<file path="src/rtl/core/imu_pkt_pkg.sv">
// Shared types, constants and table functions for the inertial-sensor packet parser.
// Depends on nothing; used by imu_data_packet_parser_core.
package imu_pkt_pkg;

  localparam int NUM_KNOWN   = 19;
  localparam int TABLE_SLOTS = 32;
  localparam int IDX_W       = $clog2(TABLE_SLOTS);

  // Result kinds
  localparam logic [1:0] KIND_VALUE   = 2'd0;
  localparam logic [1:0] KIND_UNKNOWN = 2'd1;
  localparam logic [1:0] KIND_END     = 2'd2;

  typedef enum logic [2:0] {
    CL_NONE  = 3'd0,
    CL_FLOAT = 3'd1,
    CL_U4    = 3'd2,
    CL_U2    = 3'd3,
    CL_TIME  = 3'd4,
    CL_BYTE  = 3'd5
  } cls_t;

  typedef enum logic [5:0] {
    PH_HEADER = 6'b000001,
    PH_ID_HI  = 6'b000010,
    PH_ID_LO  = 6'b000100,
    PH_LEN    = 6'b001000,
    PH_DATA   = 6'b010000,
    PH_IGNORE = 6'b100000
  } phase_t;

  typedef struct packed {
    logic [7:0] data_byte;
    logic       last_byte;
  } in_item_t;

  typedef struct packed {
    logic [1:0]       kind;
    logic [IDX_W-1:0] field_index;
    logic [3:0]       element;
    logic [31:0]      value;
    logic             is_float;
    logic             last_in_field;
    logic [15:0]      unknown_code;
  } out_item_t;

  typedef struct packed {
    logic             hit;
    logic [IDX_W-1:0] idx;
  } match_t;

  localparam logic [15:0] KNOWN_CODE [TABLE_SLOTS] = '{
    16'h0810, 16'h1010, 16'h1020, 16'h1060, 16'h1070, 16'h2010, 16'h2020, 16'h2030,
    16'h3010, 16'h4010, 16'h4020, 16'h4030, 16'h4040, 16'h8020, 16'h8030, 16'h8040,
    16'hE010, 16'hE020, 16'hC020, 16'h0000, 16'h0000, 16'h0000, 16'h0000, 16'h0000,
    16'h0000, 16'h0000, 16'h0000, 16'h0000, 16'h0000, 16'h0000, 16'h0000, 16'h0000
  };

  localparam cls_t KNOWN_CLASS [TABLE_SLOTS] = '{
    CL_FLOAT, CL_TIME,  CL_U2,    CL_U4,    CL_U4,    CL_FLOAT, CL_FLOAT, CL_FLOAT,
    CL_U4,    CL_FLOAT, CL_FLOAT, CL_FLOAT, CL_FLOAT, CL_FLOAT, CL_FLOAT, CL_FLOAT,
    CL_BYTE,  CL_U4,    CL_FLOAT, CL_NONE,  CL_NONE,  CL_NONE,  CL_NONE,  CL_NONE,
    CL_NONE,  CL_NONE,  CL_NONE,  CL_NONE,  CL_NONE,  CL_NONE,  CL_NONE,  CL_NONE
  };

  // Parallel compare against the searched part of the table; lowest index wins.
  function automatic match_t lookup(input logic [15:0] code);
    match_t m;
    m = '0;
    for (int k = NUM_KNOWN - 1; k >= 0; k--) begin
      if (KNOWN_CLASS[k] != CL_NONE && KNOWN_CODE[k] == code) begin
        m.hit = 1'b1;
        m.idx = IDX_W'(k);
      end
    end
    return m;
  endfunction

  // Byte size of value number elem in a record of class cls; 0 if none.
  function automatic logic [2:0] value_size(input cls_t cls, input logic [3:0] elem);
    logic [2:0] sz;
    case (cls)
      CL_FLOAT: sz = 3'd4;
      CL_U4:    sz = (elem == 4'd0) ? 3'd4 : 3'd0;
      CL_U2:    sz = (elem == 4'd0) ? 3'd2 : 3'd0;
      CL_TIME: begin
        if (elem == 4'd0)      sz = 3'd4;
        else if (elem == 4'd1) sz = 3'd2;
        else if (elem <= 4'd6) sz = 3'd1;
        else                   sz = 3'd0;
      end
      CL_BYTE:  sz = (elem == 4'd0) ? 3'd1 : 3'd0;
      default:  sz = 3'd0;
    endcase
    return sz;
  endfunction

endpackage

</file>
<file path="src/rtl/core/imu_data_packet_parser_core.sv">
// Inertial-sensor data message parser: header skip, record decode, result register.
// Depends on imu_pkt_pkg (types, code table, class sizes).
//
// Takes one message byte per cycle and gives at most one result per byte, visible in
// the cycle after the byte is accepted. The whole decode (table compare, value assembly)
// sits between the parse state registers and the output register, so a byte is taken in
// every cycle in which the output register is empty or being read out; the sustained
// rate, with the output read out every cycle, is one byte per clock. header_bytes may be
// written at any time the block is idle and takes effect on the next byte.
module imu_data_packet_parser_core (
  input  logic                  clk,
  input  logic                  rst_n,
  input  logic                  in_valid,
  output logic                  in_ready,
  input  imu_pkt_pkg::in_item_t in_data,
  output logic                  out_valid,
  input  logic                  out_ready,
  output imu_pkt_pkg::out_item_t out_data,
  input  logic                  cfg_valid,
  output logic                  cfg_ready,
  input  logic [3:0]            cfg_data
);

  logic [3:0]                      header_bytes_r;
  imu_pkt_pkg::phase_t             phase_r, phase_nxt;
  logic [3:0]                      header_count_r, header_count_nxt;
  logic [7:0]                      code_high_r, code_high_nxt;
  logic [imu_pkt_pkg::IDX_W-1:0]   matched_index_r, matched_index_nxt;
  logic [7:0]                      bytes_left_r, bytes_left_nxt;
  logic [31:0]                     value_shift_r, value_shift_nxt;
  logic [2:0]                      byte_in_value_r, byte_in_value_nxt;
  logic [3:0]                      element_count_r, element_count_nxt;
  logic                            out_valid_r, out_valid_nxt;
  imu_pkt_pkg::out_item_t          out_data_r, out_data_nxt;

  logic                            in_fire;
  logic                            emit;
  imu_pkt_pkg::out_item_t          res;
  imu_pkt_pkg::match_t             match;
  imu_pkt_pkg::cls_t               cls;
  logic [2:0]                      sz, next_sz, biv_inc;
  logic [3:0]                      elem_inc;
  logic [7:0]                      left_dec;
  logic [31:0]                     shifted;

  assign cfg_ready = 1'b1;
  assign in_ready  = !out_valid_r || out_ready;
  assign in_fire   = in_valid && in_ready;
  assign out_valid = out_valid_r;
  assign out_data  = out_data_r;

  assign match    = imu_pkt_pkg::lookup({code_high_r, in_data.data_byte});
  assign cls      = imu_pkt_pkg::KNOWN_CLASS[matched_index_r];
  assign sz       = imu_pkt_pkg::value_size(cls, element_count_r);
  assign elem_inc = element_count_r + 4'd1;
  assign next_sz  = imu_pkt_pkg::value_size(cls, elem_inc);
  assign biv_inc  = byte_in_value_r + 3'd1;
  assign left_dec = bytes_left_r - 8'd1;
  assign shifted  = {value_shift_r[23:0], in_data.data_byte};

  always_comb begin
    phase_nxt         = phase_r;
    header_count_nxt  = header_count_r;
    code_high_nxt     = code_high_r;
    matched_index_nxt = matched_index_r;
    bytes_left_nxt    = bytes_left_r;
    value_shift_nxt   = value_shift_r;
    byte_in_value_nxt = byte_in_value_r;
    element_count_nxt = element_count_r;
    emit              = 1'b0;
    res               = '0;

    if (in_data.last_byte) begin
      // checksum byte: end of message, back to header skipping
      emit              = 1'b1;
      res.kind          = imu_pkt_pkg::KIND_END;
      res.value         = {24'd0, in_data.data_byte};
      phase_nxt         = imu_pkt_pkg::PH_HEADER;
      header_count_nxt  = '0;
      code_high_nxt     = '0;
      matched_index_nxt = '0;
      bytes_left_nxt    = '0;
      value_shift_nxt   = '0;
      byte_in_value_nxt = '0;
      element_count_nxt = '0;
    end else begin
      case (phase_r)
        imu_pkt_pkg::PH_HEADER: begin
          if (header_count_r < header_bytes_r) begin
            header_count_nxt = header_count_r + 4'd1;
          end else begin
            // header done; this byte is the identifier high byte
            code_high_nxt = in_data.data_byte;
            phase_nxt     = imu_pkt_pkg::PH_ID_LO;
          end
        end
        imu_pkt_pkg::PH_ID_HI: begin
          code_high_nxt = in_data.data_byte;
          phase_nxt     = imu_pkt_pkg::PH_ID_LO;
        end
        imu_pkt_pkg::PH_ID_LO: begin
          if (match.hit) begin
            matched_index_nxt = match.idx;
            phase_nxt         = imu_pkt_pkg::PH_LEN;
          end else begin
            emit             = 1'b1;
            res.kind         = imu_pkt_pkg::KIND_UNKNOWN;
            res.unknown_code = {code_high_r, in_data.data_byte};
            phase_nxt        = imu_pkt_pkg::PH_IGNORE;
          end
        end
        imu_pkt_pkg::PH_LEN: begin
          bytes_left_nxt    = in_data.data_byte;
          element_count_nxt = '0;
          byte_in_value_nxt = '0;
          value_shift_nxt   = '0;
          phase_nxt         = (in_data.data_byte == 8'd0) ? imu_pkt_pkg::PH_ID_HI
                                                          : imu_pkt_pkg::PH_DATA;
        end
        imu_pkt_pkg::PH_DATA: begin
          bytes_left_nxt = left_dec;
          if (sz != 3'd0) begin
            value_shift_nxt   = shifted;
            byte_in_value_nxt = biv_inc;
            if (biv_inc == sz) begin
              emit              = 1'b1;
              res.kind          = imu_pkt_pkg::KIND_VALUE;
              res.field_index   = matched_index_r;
              res.element       = element_count_r;
              res.value         = shifted;
              res.is_float      = (cls == imu_pkt_pkg::CL_FLOAT);
              res.last_in_field = (next_sz == 3'd0) || (left_dec < {5'd0, next_sz});
              element_count_nxt = elem_inc;
              byte_in_value_nxt = '0;
              value_shift_nxt   = '0;
            end
          end
          // declared length used up: trailing bytes already dropped
          if (left_dec == 8'd0) begin
            phase_nxt         = imu_pkt_pkg::PH_ID_HI;
            element_count_nxt = '0;
            byte_in_value_nxt = '0;
            value_shift_nxt   = '0;
          end
        end
        imu_pkt_pkg::PH_IGNORE: begin
        end
        default: begin
          phase_nxt = imu_pkt_pkg::PH_HEADER;
        end
      endcase
    end
  end

  always_comb begin
    out_valid_nxt = out_valid_r;
    out_data_nxt  = out_data_r;
    if (in_fire) begin
      out_valid_nxt = emit;
      out_data_nxt  = res;
    end else if (out_ready) begin
      out_valid_nxt = 1'b0;
    end
  end

  always_ff @(posedge clk) begin
    if (!rst_n) begin
      header_bytes_r  <= 4'd4;
      phase_r         <= imu_pkt_pkg::PH_HEADER;
      header_count_r  <= '0;
      code_high_r     <= '0;
      matched_index_r <= '0;
      bytes_left_r    <= '0;
      value_shift_r   <= '0;
      byte_in_value_r <= '0;
      element_count_r <= '0;
      out_valid_r     <= 1'b0;
    end else begin
      if (cfg_valid && cfg_ready) begin
        header_bytes_r <= cfg_data;
      end
      if (in_fire) begin
        phase_r         <= phase_nxt;
        header_count_r  <= header_count_nxt;
        code_high_r     <= code_high_nxt;
        matched_index_r <= matched_index_nxt;
        bytes_left_r    <= bytes_left_nxt;
        value_shift_r   <= value_shift_nxt;
        byte_in_value_r <= byte_in_value_nxt;
        element_count_r <= element_count_nxt;
      end
      out_valid_r <= out_valid_nxt;
    end
  end

  always_ff @(posedge clk) begin
    out_data_r <= out_data_nxt;
  end

`ifndef SYNTHESIS
  a_last_restarts: assert property (@(posedge clk) disable iff (!rst_n)
    (in_fire && in_data.last_byte) |=>
      (phase_r == imu_pkt_pkg::PH_HEADER && header_count_r == 4'd0))
    else $error("last byte did not restart header skipping");

  a_unknown_ignores: assert property (@(posedge clk) disable iff (!rst_n)
    (out_valid_r && out_data_r.kind == imu_pkt_pkg::KIND_UNKNOWN) |->
      (phase_r == imu_pkt_pkg::PH_IGNORE))
    else $error("unknown identifier item without ignore phase");

  a_index_range: assert property (@(posedge clk) disable iff (!rst_n)
    (out_valid_r && out_data_r.kind == imu_pkt_pkg::KIND_VALUE) |->
      (out_data_r.field_index < imu_pkt_pkg::IDX_W'(imu_pkt_pkg::NUM_KNOWN)))
    else $error("decoded item with table index out of range");

  a_data_len: assert property (@(posedge clk) disable iff (!rst_n)
    (phase_r == imu_pkt_pkg::PH_DATA) |-> (bytes_left_r != 8'd0))
    else $error("record data phase with no bytes left");
`endif

endmodule

</file>
<file path="config.mk">
export PLATFORM = sky130hd
export DESIGN_NAME = imu_data_packet_parser_core
export DESIGN_NICKNAME = d
export VERILOG_FILES = /design/src/rtl/core/imu_pkt_pkg.sv /design/src/rtl/core/imu_data_packet_parser_core.sv
export SDC_FILE = /design/constraint.sdc
export NUM_CORES = 1
export LEC_CHECK = 0
export BUFFER_PORTS_ARGS = -buffer_cell sky130_fd_sc_hd__buf_2
export CORE_UTILIZATION = 30
export CTS_BUF_LIST = sky130_fd_sc_hd__clkbuf_4 sky130_fd_sc_hd__clkbuf_8 sky130_fd_sc_hd__clkbuf_16
export DETAILED_ROUTE_END_ITERATION = 12
export GPL_TIMING_DRIVEN = 0
export SETUP_SLACK_MARGIN = 0.15
export SYNTH_ARGS = -nofsm -noshare
export SYNTH_HDL_FRONTEND = slang
export SYNTH_SLANG_ARGS = --single-unit
</file>
<file path="constraint.sdc">
create_clock -name clk -period 4.15 [get_ports clk]
set_clock_uncertainty 0.15 [all_clocks]
set_input_delay 0.2075 -clock clk [delete_from_list [all_inputs] [get_ports clk]]
set_output_delay 0.2075 -clock clk [all_outputs]
set_load 0.01 [all_outputs]
</file>
# [Word-level counts from Yosys, hierarchy flattened]
# Memory sizes are Yosys's and may differ from the RTL's.
# Cells that the tools add are included.
[op_classes] addsub=4 magnitude_cmp=5 n_eq_ne=38 mux=80 bitwise=5 n_reduce_logical=26
[op_table] operator="6-bit two-way mux" n=23
[op_table] operator="16-bit == test, first input constant" n=6
[op_table] operator="24-bit two-way mux" n=4
[op_table] operator="13-bit by 16-bit == test with 1-bit output, first input constant" n=4
[op_table] operator="14-bit by 16-bit == test with 1-bit output, first input constant" n=4
[op_table] operator="15-bit by 16-bit == test with 1-bit output, first input constant" n=4
[op_table] operator="24-bit one-hot mux with 2 select lines" n=1
[op_table] operator="6-bit one-hot mux with 6 select lines" n=1
[op_table] operator="8-bit two-way mux" n=4
[op_table] operator="8-bit one-hot mux with 2 select lines" n=2
[op_table] operator="10-bit two-way mux" n=3
[op_table] operator="3-bit two-way mux" n=10
[op_table] operator="3-bit one-hot mux with 5 select lines" n=2
[op_table] operator="4-bit two-way mux" n=7
[op_table] operator="5-bit two-way mux" n=4
[op_table] operator="12-bit by 16-bit == test with 1-bit output, first input constant" n=1
[op_table] operator="8-bit zero test" n=2
[op_table] operator="3-bit AND reduction" n=4
[op_table] operator="1-bit two-way mux" n=11
[op_table] operator="2-bit nonzero test" n=5
[op_table] operator="3-bit nonzero test" n=3
[op_table] operator="4-bit by 1-bit adder with 4-bit output, second input constant" n=2
[op_table] operator="4-bit by 1-bit == test with 1-bit output, second input constant" n=2
[op_table] operator="4-bit by 3-bit less-or-equal comparator with 1-bit output, second input constant" n=2
[op_table] operator="other kinds (33)" n=47
[totals] register_bits=128 romBits=96 input_bits=18 out_inout_bits=64 word_cells=177 memories=1
[memory_table] name="(no name shown)" depth=32 width=3 read_ports=1 rd_clocked_by_memory_dff=0 write_ports=0 line_no="imu_data_packet_parser_core.sv:53" rtl="assign cls = imu_pkt_pkg::KNOWN_CLASS[matched_index_r];"

# [Depth between registers and ports, before layout]
# Gate-level depths: netlist of the first run.
[logic_depth] ltp_word=24 depth_mapped=11 mapped_depth_nobuf=9

# [Least setup slack after synthesis of the first run]
# Ideal clock, no wire load.
[synth_path] kind="reg2reg" start="reg out_valid_r (netlist: out_valid)" end="reg code_high_r[0]" setup_ns=0.067 arrival_time_ns=3.329 required_ns=3.933 slack_ns=0.603 path_stages_with_launch=8 n_path_buf=0 period_less_slack_ns=3.547 cell_sequence="dfxtp_1 > nand2b_1 > nand2_1 > inv_1 > nand2_1 > nor4_1 > a22oi_1 > nor2_1"
[synth_between] elab_chain_cells=4
[synth_rtl] item="start, declared" line_no="imu_data_packet_parser_core.sv:33" rtl="logic out_valid_r, out_valid_nxt;"
[synth_rtl] item="start signal, assigned" line_no="imu_data_packet_parser_core.sv:192" rtl="out_valid_r <= out_valid_nxt;"
[synth_rtl] item="1-bit zero test" line_no="imu_data_packet_parser_core.sv:47" rtl="assign in_ready = !out_valid_r || out_ready;"
[synth_rtl] item="1-bit logical OR" line_no="imu_data_packet_parser_core.sv:47"
[synth_rtl] item="named net in_ready" line_no="imu_data_packet_parser_core.sv:14" rtl="output logic in_ready,"
[synth_rtl] item="1-bit logical AND" line_no="imu_data_packet_parser_core.sv:48" rtl="assign in_fire = in_valid && in_ready;"
[synth_rtl] item="named net in_fire" line_no="imu_data_packet_parser_core.sv:36" rtl="logic in_fire;"
[synth_rtl] item="3-bit AND reduction (no source line)"
[synth_rtl] item="end signal, assigned" line_no="imu_data_packet_parser_core.sv:185" rtl="code_high_r <= code_high_nxt;"
[synth_rtl] item="end, declared" line_no="imu_data_packet_parser_core.sv:27" rtl="logic [7:0] code_high_r, code_high_nxt;"
# The timed path passes the listed nets, and every way through them passes these cells.
# A chain may end at the register's enable or synchronous reset.

# [Worst setup path after layout of the first run]
[layout_path] start="reg element_count_r[0]" end="reg out_data_r (netlist bit out_data[16]) (data pin)"
[layout_between] elab_chain_cells=8 elab_cells_between_ends=29 cone_classes="add/sub: 1; order compare: 3; eq/ne: 3; mux: 14; bitwise: 2; reduce/logical: 6"
[layout_rtl] item="start, declared" line_no="imu_data_packet_parser_core.sv:32" rtl="logic [3:0] element_count_r, element_count_nxt;"
[layout_rtl] item="start signal, assigned" line_no="imu_data_packet_parser_core.sv:190" rtl="element_count_r <= element_count_nxt;"
[layout_rtl] item="4-bit by 1-bit adder with 4-bit output or 4-bit by 3-bit less-or-equal comparator with 1-bit output (tied branches)" line_no="imu_data_packet_parser_core.sv:55, imu_pkt_pkg.sv:89"
[layout_rtl] item="4-bit by 3-bit less-or-equal comparator with 1-bit output or 1-bit two-way mux (tied branches)" line_no="imu_pkt_pkg.sv:89" rtl="else if (elem <= 4'd6) sz = 3'd1;"
[layout_rtl] item="1-bit two-way mux or 2-bit two-way mux (tied branches)" line_no="imu_pkt_pkg.sv:89, imu_pkt_pkg.sv:88"
[layout_rtl] item="2-bit two-way mux or 3-bit two-way mux (tied branches)" line_no="imu_pkt_pkg.sv:88, imu_pkt_pkg.sv:87"
[layout_rtl] item="3-bit two-way mux or 3-bit one-hot mux with 5 select lines (tied branches)" line_no="imu_pkt_pkg.sv:87, imu_pkt_pkg.sv:82"
[layout_rtl] item="3-bit one-hot mux with 5 select lines, or another cell as far along" line_no="imu_pkt_pkg.sv:82" rtl="case (cls)"
[layout_rtl] item="8-bit by 3-bit less-than comparator with 1-bit output, or another cell as far along" line_no="imu_data_packet_parser_core.sv:132" rtl="res.last_in_field = (next_sz == 3'd0) || (left_dec < {5'd0, next_sz});"
[layout_rtl] item="1-bit logical OR or 4-bit OR reduction (tied branches)"
[layout_rtl] item="end signal, assigned" line_no="imu_data_packet_parser_core.sv:197" rtl="out_data_r <= out_data_nxt;"
[layout_rtl] item="end, declared" line_no="imu_data_packet_parser_core.sv:34" rtl="imu_pkt_pkg::out_item_t out_data_r, out_data_nxt;"
# Parallel ways exist; a longest one is shown, timed or not.

==> results.json, run 1 <==
{
  "run_status": "completed",
  "cts_root_buf": "sky130_fd_sc_hd__clkbuf_16",
  "setup_viol_count_final": 0,
  "placement_rows": 52,
  "numPortBuffers": 77,
  "worst-r2r-cell-count": 9,
  "synth.lib_cells_used.distinct": 69,
  "syn-instance-count": 645,
  "cp_num_buf_inv": 1,
  "clk-insertion-delay-late_ns": 0.42,
  "synth.top_cell.area_share": 0.289,
  "post_synth_instance_area_um2": 6330,
  "clock_buffer_count_from_cts": 17,
  "post_route_cells_drive_above_1_share": 0.182,
  "reg_power_frac": 0.458,
  "timing_hold_violations_final": 0,
  "detail_route.first_pass.iterations": 7,
  "max_stage_delay_ns": 0.78,
  "most_area_hungry_cell_type_in_the_yosys_netlist": "sky130_fd_sc_hd__edfxtp_1",
  "place.gp.congestion": 0.855,
  "areaGrowthSynthToFinish_pct": 21.2,
  "combPwrFrac": 0.088,
  "start_util": 0.309,
  "post-route-util": 0.374,
  "whs_ns": 0.0205,
  "fin_setup_tns_ns": 0,
  "fp.coreArea_um2": 20500,
  "globalRouteTotalUtil": 0.152,
  "grt_start_max_net_pins": 36,
  "via_per_inst": 4.99,
  "number_of_antenna_violations_at_the_first_check_in_global_routing": 0,
  "place_hpwl_um": 11000,
  "clock_tree.htree_level_count": 4,
  "wire_per_inst_um": 15.1,
  "drt.antenna.violating_nets": 0,
  "worst-path-max-fanout": 10,
  "dp_cells": 993,
  "dr_total_vias": 5142,
  "max_slew_margin": 0.426,
  "grt_pass1_vias": 4853,
  "cp_slowest_cell": "sky130_fd_sc_hd__nor4_4",
  "share_clk_of_total_power": 0.454,
  "critPathTopFamily": "simple AND/OR/NAND/NOR gates",
  "grt_setup_unrepaired": "no",
  "setup_fix_buffers_added_after_clock_tree_synthesis": 0,
  "drt-initial-drc-count": 289,
  "synth-main-ff-cell": "sky130_fd_sc_hd__dfxtp_1",
  "clock_sink_count": 128,
  "seq_area_frac_synth": 0.501,
  "crit-reg2reg-launch": "element_count_r[0]",
  "final_min_period_over_clock_period": 0.828,
  "worst-r2r-setup-slack_ns": 0.71,
  "postLayoutSetupSlackWorst_ns": 0.715,
  "n_fill_cell": 2098,
  "critPathLaunchType": "flop",
  "timing.critical_path.to_type": "flop",
  "synth.top_cells.by_area": "sky130_fd_sc_hd__edfxtp_1 29%, sky130_fd_sc_hd__dfxtp_1 21%, sky130_fd_sc_hd__mux2i_1 5.1%, sky130_fd_sc_hd__nor2_1 4.8%, sky130_fd_sc_hd__and3_1 4.0%",
  "min_delay_path_class": "in -> reg",
  "timing.hold.worst_endpoint": "header_bytes_r[2]",
  "finalPower_mw": 3.02,
  "clk_path_buf_depth": 2,
  "maxCapViolations": 0,
  "synth_seq_cells": 128,
  "power.internal_mw": 2.24,
  "synth.avg_cell_area_um2": 9.82,
  "vdd_drop_max_mv": 0.285,
  "timing_worst_setup_path_type": "reg -> reg",
  "worst-slew-pin-transition_ns": 0.858,
  "power_switching_mw": 0.787,
  "timing.final.max_slew_violations": 0,
  "cellPowerDensity_nw_per_um2": 394,
  "die_h_um": 147,
  "routed_wirelength_um": 15600,
  "timing.fmax_mhz": 291,
  "final_nets": 779,
  "fin_crit_ns": 3.44,
  "drc": 0,
  "dieWidth_um": 147,
  "clk_pin_slew_worst_paths_ns": 0.06,
  "overflow": 0,
  "hold_depth": 2,
  "crit_path_cell_trace": "inv_1 > ha_1 > or3b_1 > a31oi_1 > o2111ai_1 > xor2_1 > nor4_4 > and2_1 > a21boi_0",
  "tritoncts_clock_tree": "built",
  "synth.net_count": 677,
  "cp-startpoint": "element_count_r[0]",
  "first_pass_grt_wire_length_um": 25600,
  "post_dp_cell_area_um2": 7080,
  "floorplan.die_area_um2": 21700,
  "share_of_synthesized_registers_carrying_an_async_set_or_reset": 0,
  "p_sw_frac": 0.260,
  "most_frequent_cell_after_synthesis": "sky130_fd_sc_hd__nor2_1",
  "synthesis.yosys.warnings": 0,
  "postCtsResizedCells": 0,
  "pin_count": 82,
  "dpl_worst_slack_ns": 0.697,
  "hold_path.startpoint": "cfg_valid",
  "synth_commonest_cells": "81 x sky130_fd_sc_hd__nor2_1, 67 x sky130_fd_sc_hd__dfxtp_1, 61 x sky130_fd_sc_hd__edfxtp_1",
  "r2r_end": "out_data[16]",
  "diodes": 0,
  "critPathRequiredTime_ns": 4.24,
  "power_leakage_nw": 3.20,
  "final_design_area_no_fill_um2": 7670,
  "arrival_ns": 3.53,
  "synth_enable_flop_cells": 61,
  "holdBufCountCts": 5,
  "final_cell_count_no_fill": 1030
}
[state kept, by name, summed over array words and instances, names as in the netlist]
signal / flops
matched_index_r: 5
bytes_left_r: 8
code_high_r: 8
header_count_r: 4
phase_r: 6
element_count_r: 4
value_shift_r: 24
byte_in_value_r: 3
header_bytes_r: 4
out_valid: 1
out_data: 61
[cell usage in the layout, fill, tap and decap left out, drive strengths merged, types with 6 or more instances in the layout]
master / Yosys / final
o21ai: 22 / 22
nand2: 35 / 35
nor4: 14 / 14
and3: 40 / 40
clkbuf: 27 / 45
ha: 14 / 14
a21oi: 23 / 23
clkinv: 1 / 8
and2: 18 / 18
buf: 13 / 91
nor3: 17 / 17
a22oi: 9 / 9
dfxtp: 67 / 67
nand3: 13 / 13
a21o: 7 / 7
a31oi: 6 / 6
inv: 24 / 29
xnor2: 11 / 11
nor2b: 12 / 12
mux2i: 32 / 32
nor2: 81 / 81
edfxtp: 61 / 61
nand2b: 11 / 11
[area by class of cell]
cell class / count / area (um^2) / share of cell area
Buffer: 40 / 173 / 0.0225
Multi-Input combinational cell: 452 / 2900 / 0.378
Tap cell: 270 / 338 / 0.0440
Timing Repair Buffer: 83 / 455 / 0.0593
Inverter: 25 / 93.8 / 0.0122
Sequential cell: 128 / 3170 / 0.413
Clock buffer: 18 / 433 / 0.0564
Clock inverter: 14 / 109 / 0.0142
[worst max path at each step]
stage                     endpoint  slack, ns  cells after the start
floorplan           code_high_r[0]       0.60                      7
global placement    code_high_r[5]      -0.82                      8
detailed placement  code_high_r[6]       0.70                      8
CTS                   out_data[16]       0.67                      9
global route          out_data[17]       0.51                      9
finish                out_data[16]       0.71                      9
[per-layer routing]
| metal | vias to the layer above | GRT usage | part of all wire |
|---|---|---|---|
| met3 | 35 | 0.0320 | 0.051 |
| li1 | 2559 | - | - |
| met4 | 0 | 0.0804 | 0.031 |
| met1 | 2397 | 0.199 | 0.47 |
| met5 | - | 0 | 0 |
| met2 | 151 | 0.236 | 0.45 |
[logic make-up (layout without fill, tap and decap cells)]
logic type               after synthesis  count (layout)  share of synthesized area
XOR/XNOR                              15              15                     0.0207
multiplexers                          32              32                     0.0506
buffers and inverters                 65             180                     0.0421
adder cells (fa/ha/maj)               14              14                     0.0277
flip-flops                           128             128                      0.501
AND/OR/NAND/NOR                      274             274                      0.231
other                                  1               1                   0.000592
AO/OA/AOI/OAI                        116             116                      0.127
[power by group through the flow]
stage	clock [mW]	combinational, mW	sequential, mW
finish	1.37	0.266	1.39
global route	1.46	0.293	1.39
CTS	1.40	0.265	1.39
detailed placement	0	0.261	1.41
global placement	0	0.256	1.42
floorplan	0	0.155	1.43
No activity file was read; power rests on OpenSTA's default activity.
==> run 2, diff against run 1 <==
==> constraint.sdc (replaced) <==
create_clock -name clk -period 3.5 [get_ports clk]
set_clock_uncertainty 0.15 [all_clocks]
set_input_delay 0.175 -clock clk [delete_from_list [all_inputs] [get_ports clk]]
set_output_delay 0.175 -clock clk [all_outputs]
set_load 0.01 [all_outputs]
==> results.json, run 2 (synthesis gave the netlist of run 1 again) <==
{
  "grt_start_max_net_pins": 36,
  "timing.fmax_mhz": 320,
  "min_delay_path_class": "in -> reg",
  "power_switching_mw": 0.960,
  "drt-initial-drc-count": 273,
  "worst-path-max-fanout": 8,
  "dr_total_vias": 5209,
  "setup_viol_count_final": 0,
  "reg_power_frac": 0.436,
  "drt.antenna.violating_nets": 0,
  "n_fill_cell": 2049,
  "run_status": "completed",
  "layout.cells.most_common": "sky130_fd_sc_hd__buf_2",
  "final_cell_mix": "86 x sky130_fd_sc_hd__buf_2, 81 x sky130_fd_sc_hd__nor2_1, 67 x sky130_fd_sc_hd__dfxtp_1",
  "timing_worst_setup_path_type": "reg -> reg",
  "share_clk_of_total_power": 0.477,
  "grt_setup_unrepaired": "no",
  "diodes": 0,
  "clk_pin_slew_worst_paths_ns": 0.06,
  "post_route_cells_drive_above_1_share": 0.187,
  "place.gp.congestion": 0.855,
  "clock_buffer_count_from_cts": 17,
  "start_util": 0.309,
  "routed_wirelength_um": 15900,
  "floorplan.die_area_um2": 21700,
  "largest_register_ffs": 61,
  "areaGrowthSynthToFinish_pct": 23.7,
  "met1_usage": 0.201,
  "critPathLaunchType": "flop",
  "power.internal_mw": 2.81,
  "whs_ns": 0.0117,
  "final_min_period_over_clock_period": 0.893,
  "die_h_um": 147,
  "arrival_ns": 3.14,
  "critPathRequiredTime_ns": 3.51,
  "p_sw_frac": 0.255,
  "cts_root_buf": "sky130_fd_sc_hd__clkbuf_16",
  "grt_pass1_vias": 4926,
  "wire_per_inst_um": 15.3,
  "cellPowerDensity_nw_per_um2": 481,
  "fp.coreArea_um2": 20500,
  "multi_input_area_um2": 2910,
  "worst-slew-pin-transition_ns": 0.886,
  "groute.layer.met2.usage": 0.240,
  "detail_route.first_pass.iterations": 5,
  "fin_crit_ns": 3.13,
  "grtUsageMet3": 0.0379,
  "vdd_drop_max_mv": 0.330,
  "pin_count": 82,
  "maxCapViolations": 0,
  "max_slew_margin": 0.407,
  "placement_rows": 52,
  "dieWidth_um": 147,
  "place_hpwl_um": 11000,
  "power_leakage_nw": 3.25,
  "clock_tree.htree_level_count": 4,
  "drc": 0,
  "number_of_antenna_violations_at_the_first_check_in_global_routing": 0,
  "numPortBuffers": 77,
  "combPwrFrac": 0.087,
  "via_per_inst": 5.00,
  "overflow": 0,
  "globalRouteTotalUtil": 0.154,
  "timing.critical_path.to_type": "flop",
  "timing_hold_violations_final": 0,
  "clk_path_buf_depth": 2,
  "tritoncts_clock_tree": "built",
  "final_nets": 790,
  "timing.final.max_slew_violations": 0,
  "clock_sink_count": 128,
  "post-route-util": 0.382,
  "first_pass_grt_wire_length_um": 25800,
  "seqCellArea_um2": 3170,
  "gr-max-usage-layer": "met2",
  "clk-insertion-delay-late_ns": 0.42
}
==> run 2: cell types whose count changed in the layout (fill, tap and decap cells not counted), sizes merged <==
cell,delta
clkinv,-6
bufinv,+2
dlygate4sd3,+5
clkinvlp,+4
clkbuf,-1
inv,+2
buf,+5
==> run 2: cell type report <==
class,instances,share of cell area
tap,270,0.0431
clock inverter,15,0.0220
timing repair inverter,1,0.000639
sequential,128,0.405
inverter,25,0.0125
clock buffer,17,0.0543
timing repair buffer,93,0.0693
buffer,40,0.0220
multi-input combinational,452,0.371
==> run 2: through the flow <==
stage / setup WS [ns] / area, um^2 / cells / total power, mW / TNS (ns)
floorplan: 0.379 / 6340 / 645 / 1.88 / 0
global placement: -0.484 / 7060 / 992 / 1.98 / -14.44
detailed placement: -0.0831 / 7080 / 993 / 1.99 / -1.30
CTS: 0.290 / 7820 / 1041 / 3.81 / 0
global route: 0.180 / 7840 / 1041 / 3.92 / 0
finish: 0.374 / 7840 / 1041 / 3.77 / 0
==> run 2: what timing repair did <==
action	4_1_cts	5_1_grt
endpoints found under the hold margin	7	0
resized for setup	0	1
hold buffers	10	0
gates cloned	1	0
setup endpoints to repair	65	8
pin swaps	1	1
buffers inserted	5	0
==> run 2: worst paths after layout <==
kind,from,endpoint,slack (ns),cells after the start
worst min-delay path,rst_n,header_count_r[2],0.01,3
worst max-delay path,element_count_r[0],out_data[22],0.37,11
worst max register to register,element_count_r[0],out_data[22],0.37,11
worst min register to register,value_shift_r[16],value_shift_r[16],0.34,2
==> run 2: critical path, stage by stage, from the launching register on <==
cell                      delay [ns]
sky130_fd_sc_hd__dfxtp_1        0.35
sky130_fd_sc_hd__inv_1          0.14
sky130_fd_sc_hd__ha_1           0.21
sky130_fd_sc_hd__or3b_1         0.42
sky130_fd_sc_hd__or3_1          0.36
sky130_fd_sc_hd__a21oi_1        0.22
sky130_fd_sc_hd__a22o_1         0.27
sky130_fd_sc_hd__nor4_4         0.05
sky130_fd_sc_hd__buf_4          0.17
sky130_fd_sc_hd__buf_4          0.15
sky130_fd_sc_hd__a21oi_4        0.27
sky130_fd_sc_hd__nor2_1         0.09
==> run 2: power by group through the flow <==
stage               combinational (mW)  clock, mW  sequential (mW)
finish                           0.327       1.80             1.64
detailed placement               0.310          0             1.68
CTS                              0.325       1.84             1.64
floorplan                        0.184          0             1.69
global route                     0.360       1.91             1.65
global placement                 0.305          0             1.68
==> run 2: per-layer routing <==
layer / routed length, um / vias to the layer above
li1: - / 2584
met1: 7260 / 2428
met2: 7180 / 168
met3: 948 / 29
met4: 550 / 0
met5: 0 / -
